## src/rtl/core/wcts_ram.sv

```systemverilog
`timescale 1ns / 1ps
module wcts_ram #(
	parameter int WIDTH = 8,
	parameter int DEPTH = 16
) (
	input  logic                     clk,
	input  logic                     wr_en,
	input  logic [$clog2(DEPTH)-1:0] wr_addr,
	input  logic [WIDTH-1:0]         wr_data,
	input  logic                     rd_en,
	input  logic [$clog2(DEPTH)-1:0] rd_addr,
	output logic [WIDTH-1:0]         rd_data
);

	logic [WIDTH-1:0] mem_q [DEPTH];
	logic [WIDTH-1:0] rd_data_q;

	always_ff @(posedge clk) begin
		if (wr_en) begin
			mem_q[wr_addr] <= wr_data;
		end
		if (rd_en) begin
			rd_data_q <= mem_q[rd_addr];
		end
	end

	assign rd_data = rd_data_q;

endmodule

```

## config.mk

```make
export PLATFORM = sky130hd
export DESIGN_NAME = wcts_ram
export DESIGN_NICKNAME = d
export VERILOG_FILES = /design/src/rtl/core/wcts_ram.sv
export SDC_FILE = /design/constraint.sdc
export NUM_CORES = 1
export LEC_CHECK = 0
export ABC_AREA = 1
export BUFFER_PORTS_ARGS = -buffer_cell sky130_fd_sc_hd__buf_2
export CAP_MARGIN = 10
export CORE_ASPECT_RATIO = 0.6
export CORE_MARGIN = 10
export CORE_UTILIZATION = 33
export CTS_CLUSTER_DIAMETER = 60
export DETAILED_ROUTE_END_ITERATION = 7
export GPL_ROUTABILITY_DRIVEN = 0
export PLACE_DENSITY = 0.49
export SYNTH_ARGS = -nofsm -noshare
export SYNTH_HDL_FRONTEND = slang
export SYNTH_SLANG_ARGS = --single-unit
```

## constraint.sdc

```tcl
create_clock -name clk -period 1.2 [get_ports clk]
set_clock_uncertainty 0.2 [all_clocks]
set_input_delay 0.18 -clock clk [delete_from_list [all_inputs] [get_ports clk]]
set_output_delay 0.18 -clock clk [all_outputs]
set_load 0.05 [all_outputs]
```

# ---- After elaboration in Yosys (flattened, before gate mapping)
# Memory sizes are Yosys's and may differ from the RTL's. A register that Yosys moved wholly into a read port is not among the register bits.
# Index checks and enable logic that the tools add are counted.
dict set report word_totals {
  out_inout_bits 8
  mem_bits_rw 128
  inputBits 19
  memories 1
  elab_cells 3
  register_bits 0
}
# name words word_bits read_ports rd_ports_with_merged_regs wr line_no
set memory_table {}
lappend memory_table {mem_q 16 8 1 1 1 15} ;# logic [WIDTH-1:0] mem_q [DEPTH];
dict set report classes {
  n_mux 2
}
# op count
set op_table {}
lappend op_table {{$mux W1} 2}

# ---- Logic depth before layout (Yosys ltp)
dict set report depth {
  ltp_word 2
  mapped_depth 8
  depth_no_buf 7
}

# ---- Worst setup path after synthesis
# No wires, ideal clock.
dict set report synth_timing {
  path_type {input -> register}
  from {input port wr_addr[2]}
  to {memory mem_q[10][0] (enable)}
  required_time_ns 0.630
  setup_time_ns 0.370
  t_arrival_ns 0.761
  path_slack_ns -0.131
  n_path_buf 0
  stages 2
  path_cell_list {nand3b_1 nor2_1}
}
# element line_no
set synth_lines {}
lappend synth_lines {{from (decl)} 8} ;# input logic [$clog2(DEPTH)-1:0] wr_addr,
lappend synth_lines {{to (decl)} 15}
# Straight into the memory's write port.

# ---- Worst setup path in the final report
dict set report layout_timing {
  from {register rd_data_q[3] (netlist: rd_data[3]), read port of mem_q}
  to {output port rd_data[3]}
}
# element line_no
set layout_lines {}
lappend layout_lines {{from (decl)} 16} ;# logic [WIDTH-1:0] rd_data_q;
lappend layout_lines {{to (decl)} 12} ;# output logic [WIDTH-1:0] rd_data
# No word-level cell between the ends.

==> results.toml <==
[routing]
detailedRoute.firstIterationViolations = 320
drt_pass1_iterations = 7
drtAntennaViolNets = 0
route.final.wire_length_um = 15000
number_of_remaining_drc_errors = 0
vias_per_cell = 4.55
vias = 3926
wl_per_instance_um = 17.4

[critical_path]
path_cells = "buf_6"
worst-path-buf-inv = 1
timing.setup.critical_path_class = "flip-flop to output port"
ff2ff_setup_slack_ps = -80
ff2ff_path_depth = 6
crit_path_start_kind = "flip-flop"
arrival_time_reported_for_the_critical_path_endpoint_ps = 1070
path_delay_family = "flip-flops"
critical_path.max_fanout = 1
timing.rr.start = "mem_q[6][0]"
required_ps = 820
worst_flop_to_flop_path_endpoint = "rd_data[0]"
end_kind = "output port"
cpPeakStageDelay_ps = 470
critical_path.slowest_cell = "sky130_fd_sc_hd__edfxtp_1"

[sta]
fmaxAchievable_mhz = 688
post-route-worst-setup-slack_ps = -254
final_period_minus_worst_setup_slack_ps = 1450
tightestPinTransition_ps = 517
hold_viol_final = 0
maxSlewViolCount = 0
setup-violations-final = 16
finalCritPeriodShare_pct = 121
grt_setup_unrepaired = "true"
slew_headroom_pct = 65.5

[yosys]
dominant_combinational_cell_family_by_area_after_synthesis = "simple AND/OR/NAND/NOR gates"
synth_simple_gate_area_share_pct = 20.8
syn_area_um2 = 5850
synth_seq_area_share_pct = 69.8
postSynthCellCount = 551
synthMuxAreaShare_pct = 0
average_cell_area_after_synthesis_um2 = 10.6
synth_top_cell_by_area = "sky130_fd_sc_hd__edfxtp_1"
post_synth_fa_ha_maj_area_fraction_pct = 0
post-synth-top-area-fraction_pct = 69.8
synth_fp_nets = 570
synth.yosys.warnings = 0
ys_top_cells_by_area = "sky130_fd_sc_hd__edfxtp_1 (70%), sky130_fd_sc_hd__nand2_1 (11%), sky130_fd_sc_hd__nand3_1 (8.3%)"
synth-seq-cells = 136
post_synth_num_cell_types = 11
synth_compound_gate_area_share_pct = 0
yosys.area_share.xor_xnor_pct = 0

[place]
port-buffer-count = 26
hpwl_um = 10000
placedCellCount = 823

[floorplanning]
io-pin-count = 27
horiz_die_dim_um = 192
die_area_um2 = 23600
die_h_um = 123
rows = 37
core_box_area_um2 = 17300
initial_utilization_pct = 33.9

[job]
drv.max_cap_violation_count = 0

[clock_network]
clk_transition_reported_paths_ps = 60
cts_max_level = 4
postCtsSetupBuffers = 0
ctsRootBufferMaster = "sky130_fd_sc_hd__clkbuf_16"
cts_made_buffers = 17
clock_tree_buffer_depth = 2
cts_tree = "yes"
clkLatencyLatePin_ps = 410
clock_sink_count = 136

[run_status]
failing_checks = "negative setup slack"
outcome = "finished, violations left"

[power]
p_total_w = 0.0116
cellPowerDensity_nw_per_um2 = 1530
vdd_drop_max_uv = 874
p_leak_nw = 3.22

[layout]
final_cells = 863
filler_cell_count = 1638
commonest_non_fill_non_tap_cell_in_the_layout = "sky130_fd_sc_hd__nand2_1"
final_net_count = 636
flow.area_growth_from_synthesis_pct = 29.8
post_route_cells_drive_above_1_share_pct = 26.7
most-common-layout-cells = "sky130_fd_sc_hd__nand2_1 (163), sky130_fd_sc_hd__edfxtp_1 (136), sky130_fd_sc_hd__inv_1 (97)"
ant_diodes = 0

[grt]
largest_net_degree_at_the_start_of_global_routing = 65
first_pass_grt_wire_length_um = 23500
overflow = 0
grt_pass1_vias = 4035
groute.usage.overall_pct = 13.3
number_of_antenna_violations_at_the_first_check_in_global_routing = 0

[hold_path]
startpoint_of_the_tightest_hold_check_path = "rd_addr[2]"
min-delay-path-class = "primary input to flip-flop"
whs_endpoint = "rd_data[1]"
worstHoldPathCells = 4
==> how the worst max path moves through the flow <==
stage	from	to	slack (ps)	depth (start not counted)
floorplan	wr_addr[2]	mem_q[10][0]	-130	2
finish	rd_data[3]	rd_data[3]	-250	1
detailed placement	rd_addr[0]	rd_data[0]	-390	7
global route	rd_data[3]	rd_data[3]	-290	1
global placement	rd_addr[0]	rd_data[0]	-390	7
CTS	rd_data[1]	rd_data[1]	-280	1
==> kinds of logic (layout without fill, tap and decap cells) <==
kind of cell / count (synthesis) / after routing
flip-flops: 136 / 136
AND/OR/NAND/NOR: 289 / 289
buffers and inverters: 126 / 204
==> stage by stage <==
stage	util, %	hold slack [ps]	setup TNS, ps	setup slack [ps]	cell area [µm²]
after floorplan	-	78.9	-10440	-131	5870
after global placement	37.9	396	-27080	-388	6540
after detailed placement	37.9	399	-28280	-387	6540
after CTS	42.8	0.995	-2160	-278	7390
after global routing	43.9	26.5	-2860	-290	7590
final	43.9	22.7	-1940	-254	7590
==> cell type report <==
type / count / area [µm²] / area share (%)
inverter: 102 / 383 / 5.05
clock inverter: 14 / 175 / 2.31
tap: 234 / 293 / 3.86
sequential: 136 / 4080 / 53.8
clock buffer: 17 / 425 / 5.61
multi-input combinational: 289 / 1540 / 20.3
timing repair buffer: 71 / 691 / 9.10
==> sequential cells by signal, indices dropped and copies added (netlist names) <==
name,count
rd_data,8
mem_q,128
==> where the power goes <==
group / switching, W / internal [W]
clock network: 0.00204 / 0.00327
logic: 0.000608 / 0.000322
registers: 0.0000415 / 0.00535
total: 0.00269 / 0.00895
==> synthesized netlist by cell type <==
library cell and instances:
sky130_fd_sc_hd__nand3_1 97, sky130_fd_sc_hd__nand2_1 173, sky130_fd_sc_hd__inv_2 2, sky130_fd_sc_hd__buf_2 13, sky130_fd_sc_hd__buf_6 6, sky130_fd_sc_hd__nor2_1 17, sky130_fd_sc_hd__edfxtp_1 136, sky130_fd_sc_hd__nand3b_1 2
sky130_fd_sc_hd__buf_4 4, sky130_fd_sc_hd__inv_1 100, sky130_fd_sc_hd__buf_1 1
==> routing by layer <==
| layer | GRT usage [%] | share of wire (%) | routed length, µm | vias up |
|---|---|---|---|---|
| met1 | 19.1 | 48 | 7210 | 1907 |
| met4 | 3.21 | 0.49 | 74 | 0 |
| met2 | 19.6 | 44 | 6610 | 94 |
| li1 | - | - | - | 1919 |
| met5 | 0 | 0 | 0 | - |
| met3 | 3.35 | 7.5 | 1120 | 6 |
==> what timing repair did <==
action	CTS	global route
resized for setup	42	42
pin swaps	41	42
hold buffers	8	1
endpoints found under the setup margin	16	16
endpoints found under the hold margin	78	1
Note: power is estimated with default switching activity, not from simulation.
