### src/rtl/core/wcts_pkg.sv
`timescale 1ns / 1ps
package wcts_pkg;

	localparam int TEX_MAX_DEF   = 64;
	localparam int SCREEN_HEIGHT = 512;
	localparam int DIM_W         = 16;
	localparam int CFG_W         = 7;
	localparam int COLOR_W       = 24;
	localparam int ENTRY_W       = COLOR_W + 1;
	localparam int Y_W           = 18;
	localparam int IN_DATA_W     = 104;
	localparam int OUT_DATA_W    = 48;

	localparam logic [1:0] REG_TEX_WIDTH   = 2'd0;
	localparam logic [1:0] REG_TEX_HEIGHT  = 2'd1;
	localparam logic [1:0] REG_TEX_PRESENT = 2'd2;

	localparam logic ACT_DRAW = 1'b0;
	localparam logic ACT_LOAD = 1'b1;

	localparam logic [COLOR_W-1:0] FACE_DEFAULT [4] = '{
		24'd15594228, 24'd8419710, 24'd9279918, 24'd2829634
	};

	typedef enum logic [2:0] {
		ST_IDLE,
		ST_MUL,
		ST_DIV,
		ST_READ,
		ST_FIN
	} wcts_state_t;

endpackage

### src/rtl/core/wcts_div.sv
`timescale 1ns / 1ps
module wcts_div #(
	parameter int QUOT_W = 6
) (
	input  logic                              clk,
	input  logic                              arst_n,
	input  logic                              start,
	input  logic [wcts_pkg::DIM_W+QUOT_W-1:0] dividend,
	input  logic [wcts_pkg::DIM_W-1:0]        divisor,
	output logic                              done,
	output logic [QUOT_W-1:0]                 quotient
);

	localparam int CNT_W = $clog2(QUOT_W + 1);

	// Quotient is known to fit QUOT_W bits, so the upper dividend bits
	// already stand below the divisor and seed the remainder.
	logic [CNT_W-1:0]                cnt_q;
	logic [wcts_pkg::DIM_W-1:0]      rem_q;
	logic [QUOT_W-1:0]               shift_q;
	logic [wcts_pkg::DIM_W:0]        rem_wide;
	logic                            ge;
	logic [wcts_pkg::DIM_W-1:0]      rem_n;
	logic [QUOT_W-1:0]               shift_n;

	always_comb begin
		rem_wide = {rem_q, shift_q[QUOT_W-1]};
		ge       = rem_wide >= {1'b0, divisor};
		rem_n    = ge ? wcts_pkg::DIM_W'(rem_wide - {1'b0, divisor})
		              : wcts_pkg::DIM_W'(rem_wide);
		shift_n    = shift_q << 1;
		shift_n[0] = ge;
	end

	always_ff @(posedge clk or negedge arst_n) begin
		if (!arst_n) begin
			cnt_q <= '0;
		end else if (start) begin
			cnt_q <= CNT_W'(QUOT_W);
		end else if (cnt_q != '0) begin
			cnt_q <= cnt_q - CNT_W'(1);
		end
	end

	always_ff @(posedge clk) begin
		if (start) begin
			rem_q   <= dividend[wcts_pkg::DIM_W+QUOT_W-1:QUOT_W];
			shift_q <= dividend[QUOT_W-1:0];
		end else if (cnt_q != '0) begin
			rem_q   <= rem_n;
			shift_q <= shift_n;
		end
	end

	assign done     = (cnt_q == '0) && !start;
	assign quotient = shift_q;

endmodule

### config.mk
export PLATFORM = sky130hd
export DESIGN_NAME = wcts_div
export DESIGN_NICKNAME = d
export VERILOG_FILES = /design/src/rtl/core/wcts_pkg.sv /design/src/rtl/core/wcts_div.sv
export SDC_FILE = /design/constraint.sdc
export NUM_CORES = 1
export LEC_CHECK = 0
export BUFFER_PORTS_ARGS = -buffer_cell sky130_fd_sc_hd__buf_2
export CAP_MARGIN = 20
export CORE_UTILIZATION = 45
export CTS_BUF_LIST = sky130_fd_sc_hd__clkbuf_16
export CTS_CLUSTER_DIAMETER = 30
export DETAILED_ROUTE_END_ITERATION = 8
export PLACE_DENSITY_LB_ADDON = 0.2
export SLEW_MARGIN = 10
export SYNTH_ARGS = -nofsm -noshare
export SYNTH_HDL_FRONTEND = slang
export SYNTH_SLANG_ARGS = --single-unit
### constraint.sdc
create_clock -name clk -period 3.31 [get_ports clk]
set_input_delay 0.993 -clock clk [delete_from_list [all_inputs] [get_ports clk]]
set_output_delay 0.993 -clock clk [all_outputs]
set_load 0.02 [all_outputs]
# [Word-level counts from Yosys, hierarchy flattened]
# Index checks and enable logic that the tools add are counted.
[classes] muxes=7 reduce_logical=5 magnitude_cmp=1 n_addsub=2
[ops] operator="$mux W16" count=3
[ops] operator="$ge A17 B16 Y1" count=1
[ops] operator="$sub A16 B16 Y16" count=1
[ops] operator="$mux W6" count=2
[ops] operator="$mux W3" count=2
[ops] operator="$logic_not A3 Y1" count=1
[ops] operator="$reduce_bool A3 Y1" count=1
[ops] operator="$sub A3 B1 Y3 const B" count=1
[ops] operator="$reduce_bool A2 Y1" count=1
[ops] operator="$logic_and A1 B1 Y1" count=1
[ops] operator="$logic_not A1 Y1" count=1
[totals] wordCells=18 inputBits=41 register_bits=25

# [Depth between registers and ports, before layout]
[depth] depth_word=4 ltp_mapped=11

# [Least setup slack after synthesis]
# Ideal clock, no wire load.
[synth_path] kind="in2reg" from="in divisor[8] (netlist bit)" to="reg rem_q[14] (netlist bit), data pin" slack_ns=0.342 path_buffers=1 t_arrival_ns=2.707 path_stages=10 path_cell_list="inv_1 > ha_1 > a21oi_2 > o211ai_1 > a31oi_1 > a31oi_1 > nor4_2 > buf_6 > nor2_1 > a221o_1"
[synth_via] elab_chain_len=4 elab_cells_between_ends=5 cone_classes="add/sub: 1; order compare: 1; mux: 3"
[synth_rtl] element="from (decl)" line_no="wcts_div.sv:9" rtl="input logic [wcts_pkg::DIM_W-1:0] divisor,"
[synth_rtl] element="$sub A16 B16 Y16 or $ge A17 B16 Y1 (tied branches)" line_no="wcts_div.sv:29, wcts_div.sv:28"
[synth_rtl] element="$mux W16 *" line_no="wcts_div.sv:29" rtl="rem_n = ge ? wcts_pkg::DIM_W'(rem_wide - {1'b0, divisor})"
[synth_rtl] element="$mux W16 *" line_no="wcts_div.sv:49" rtl="end else if (cnt_q != '0) begin"
[synth_rtl] element="$mux W16 *" line_no="wcts_div.sv:46" rtl="if (start) begin"
[synth_rtl] element="to (signal assigned)" line_no="wcts_div.sv:47" rtl="rem_q <= dividend[wcts_pkg::DIM_W+QUOT_W-1:QUOT_W];"
[synth_rtl] element="to (signal assigned)" line_no="wcts_div.sv:50" rtl="rem_q <= rem_n;"
[synth_rtl] element="to (decl)" line_no="wcts_div.sv:19" rtl="logic [wcts_pkg::DIM_W-1:0] rem_q;"
# Mark *: on every way between the ends. The rest lies on a longest branch, timed or not. The select of a mux whose other input is x is not followed.
# A chain may end at the register's enable or synchronous reset.

# [Final worst setup path]
[layout_path] from="in divisor[8] (netlist bit)" to="reg rem_q[12] (netlist bit), data pin"
# Same word-level chain as after synthesis.

==> key figures <==
Drt
  • # DRC: 6
  • 1st-iter DRT viols: 135
  • Via count: 1859
  • Final ANT Viol Nets: 0
  • Post-Route WL: 4792 µm
  • Vias per Instance: 5.404
  • WL per Instance: 13.93 µm
  • Initial DRT Pass Iterations: 6

CTS
  • Clk Latency, worst-skew pair: 0.27 ns
  • Max Buffers Root-to-Sink: 2
  • CTS tree: done
  • Root buffer cell: clkbuf_16
  • Total CTS buffers: 3
  • CTS clk-pin slew, worst paths: 0.07 ns
  • CTS HTree Levels: 1
  • Sink Count: 25

Finish
  • Most common cell after layout, fill and taps aside: buf_2
  • FILL cells: 397
  • Most frequent cells in the layout: buf_2, inv_1, edfxtp_1
  • Layout Nets: 353
  • Synthesis-to-layout area growth: 25.21%
  • Antenna diode count: 0
  • Ratio of cells with drive above 1 in the final layout: 29.45%

Critical path
  • Stages on worst setup path: 13
  • R2R Setup Slk: 0.67 ns
  • Crit Reg-Reg Endpoint: rem_q[12]$_DFFE_PN_
  • CP required: 3.43 ns
  • CP endpoint kind: flip-flop
  • Startpoint types: primary input
  • Critical path class: primary input to flip-flop
  • Critical Path, Cell by Cell: buf_2 -> inv_1 -> ha_1 -> nand2_1 -> buf_4 -> nor3_1 -> o21ai_1 -> a31oi_2 -> nor4_4 -> buf_4 -> buf_12 -> or3_1 -> a21oi_1
  • R2r startpoint: rem_q[7]$_DFFE_PN_
  • Arrival time worst endpoint: 3.18 ns
  • Slowest-stage cell, CP: or3_1
  • Crit path buffers/inverters: 5
  • Critical path's top delay family: simple AND/OR/NAND/NOR gates
  • Most frequent CP cell: buf_4
  • Worst Path Max Fanout: 9
  • Worst R2R Path Depth: 11
  • CP max stage delay: 0.39 ns

Synthesis
  • Gate Count Post-Synth: 227
  • Sequential area share after synthesis: 34.79%
  • Post-synthesis cell area: 2115 µm²
  • Netlist cell types: 49
  • Post-synth top flop: edfxtp_1
  • Yosys reg bits: 25
  • EDFF count, synth: 22
  • Syn nets: 287
  • Synthesis Warnings: 0
  • Fraction of registers with async set/reset: 12.00%
  • Syn Area/Cell: 9.315 µm²

Power and ir drop
  • Overall Power: 2.229 mW
  • Worst vdd ir: 0.4561 mV
  • Leak pwr: 1.271 nW
  • Power Dens Cells: 841.9 nW/µm²

GRT
  • GRT Util Overall: 19.88%
  • Grt peak-use layer: met2
  • Grt ovf: 0
  • First-pass GRT wire length: 7886 µm
  • Global Route met2 Usage: 34.09%
  • Pin count of the biggest net entering global routing: 42
  • Initial antenna violation count: 0
  • M1 GR Usage: 26.32%
  • GR Util met3: 2.422%
  • Vias in the first global route: 1763

Run status
  • Status: finished with violations
  • Violated checks: DRC

Floorplanning
  • Total core area: 4444 µm²
  • Rows: 24
  • DIE AREA: 4977 µm²
  • Initial core utilization: 47.58%
  • Die span in y: 70.55 µm
  • DIE WIDTH: 70.55 µm
  • I/O Pins: 48

Timing
  • Fmax: 326.8 MHz
  • Final Hold Viols: 0
  • Worst Tran Pin Value: 0.3926 ns
  • Final min period: 3.060 ns
  • Final-report setup violation count: 0
  • Max Transition Viols Final: 0
  • Period utilisation layout: 92.44%
  • Clock skew: 0.003669 ns
  • Rel. slew slack: 73.61%
  • Final hold slack: 0.4848 ns
  • RSZ-0062 raised after global routing: no

Placement
  • Hpwl dp: 3637 µm
  • Routability congestion estimate: 0.8341
  • Port buffer count: 47

Min path
  • Min-delay worst type: flip-flop to flip-flop
  • HP Start: cnt_q[2]$_DFFE_PN0N_
  • Worst Hold Depth: 1
  • Hold EP: cnt_q[2]$_DFFE_PN0N_

Run
  • Max Cap Violations: 0
==> what timing repair did <==
| action | in CTS | in global routing |
|---|---|---|
| hold buffers | 0 | 0 |
| buffers inserted | 0 | 2 |
| gates resized for setup | 0 | 2 |
| endpoints found under the setup margin | 0 | 1 |
==> per-layer routing <==
| metal | vias up | share of wire, % |
|---|---|---|
| met4 | 0 | 1.5 |
| met1 | 851 | 48 |
| met3 | 7 | 3.8 |
| met5 | - | 0 |
| met2 | 49 | 47 |
| li1 | 952 | - |
==> power breakdown <==
group	leakage (nW)	internal, mW	switching, mW
logic	0.966	0.685	0.692
registers	0.267	0.496	0.0718
clock network	0.0371	0.165	0.119
==> flip-flops by register name (all words and copies together) (netlist names) <==
register,cells
cnt_q,3
quotient,6
rem_q,16
==> synth_stat cells (all sizes together) (2+ instances only) <==
| cell type | instances | area, µm² |
|---|---|---|
| a21o | 4 | 30.03 |
| a21oi | 18 | 97.60 |
| a221oi | 2 | 17.52 |
| a31oi | 2 | 12.51 |
| buf | 3 | 23.77 |
| clkbuf | 4 | 15.01 |
| dfrtp | 3 | 75.07 |
| edfxtp | 22 | 660.6 |
| ha | 18 | 225.2 |
| inv | 23 | 86.33 |
| mux2 | 7 | 78.83 |
| mux2i | 11 | 110.1 |
| nand2 | 21 | 81.33 |
| nand2b | 6 | 37.54 |
| nand4 | 2 | 12.51 |
| nor2 | 10 | 37.54 |
| nor2b | 5 | 31.28 |
| nor3 | 3 | 15.01 |
| nor3b | 2 | 15.01 |
| o211a | 2 | 20.02 |
| o211ai | 3 | 22.52 |
| o21a | 3 | 22.52 |
| o21ai | 18 | 90.08 |
| o31ai | 2 | 15.01 |
| or2 | 2 | 12.51 |
| or3 | 3 | 18.77 |
| xnor2 | 7 | 61.31 |
| xor2 | 5 | 43.79 |
==> layout make-up <==
class / count / area, µm² / share of cell area, %
multi-input combinational: 172 / 1269 / 47.92
clock buffer: 3 / 75.07 / 2.836
timing repair buffer: 68 / 409.1 / 15.45
tap: 52 / 65.06 / 2.457
clock inverter: 1 / 7.507 / 0.2836
inverter: 23 / 86.33 / 3.261
sequential: 25 / 735.7 / 27.79
==> logic make-up after synthesis <==
kind of cell / Yosys count / share of synthesized area, %
AOI/OAI and AO/OA: 59 / 17.63
xor gates and xnor gates: 12 / 4.970
adders and majority gates: 19 / 11.60
buffers and inverters: 30 / 5.917
DFF: 25 / 34.79
muxes: 18 / 8.935
and+or+nand+nor: 64 / 16.15
==> how the worst max path moves through the flow <==
stage | slack (ns) | startpoint | endpoint
final | 0.25 | divisor[8] | rem_q[12]$_DFFE_PN_
after global routing | 0.06 | divisor[8] | rem_q[12]$_DFFE_PN_
after CTS | 0.25 | divisor[10] | rem_q[4]$_DFFE_PN_
after detailed placement | -0.04 | divisor[10] | rem_q[4]$_DFFE_PN_
after global placement | 0.006 | divisor[10] | rem_q[6]$_DFFE_PN_
after floorplan | 0.34 | divisor[8] | rem_q[14]$_DFFE_PN_
==> through the flow <==
stage	util, %	area (µm²)	setup WS, ns	TNS, ns	instances
after floorplan	-	2115	0.3418	0	227
after global placement	57.15	2540	0.006003	0	338
after detailed placement	57.15	2540	-0.03811	-0.07244	338
after CTS	59.01	2623	0.2473	0	342
after global routing	59.57	2648	0.06450	0	344
final	59.57	2648	0.2501	0	344
(Power assumes the default switching activity.)
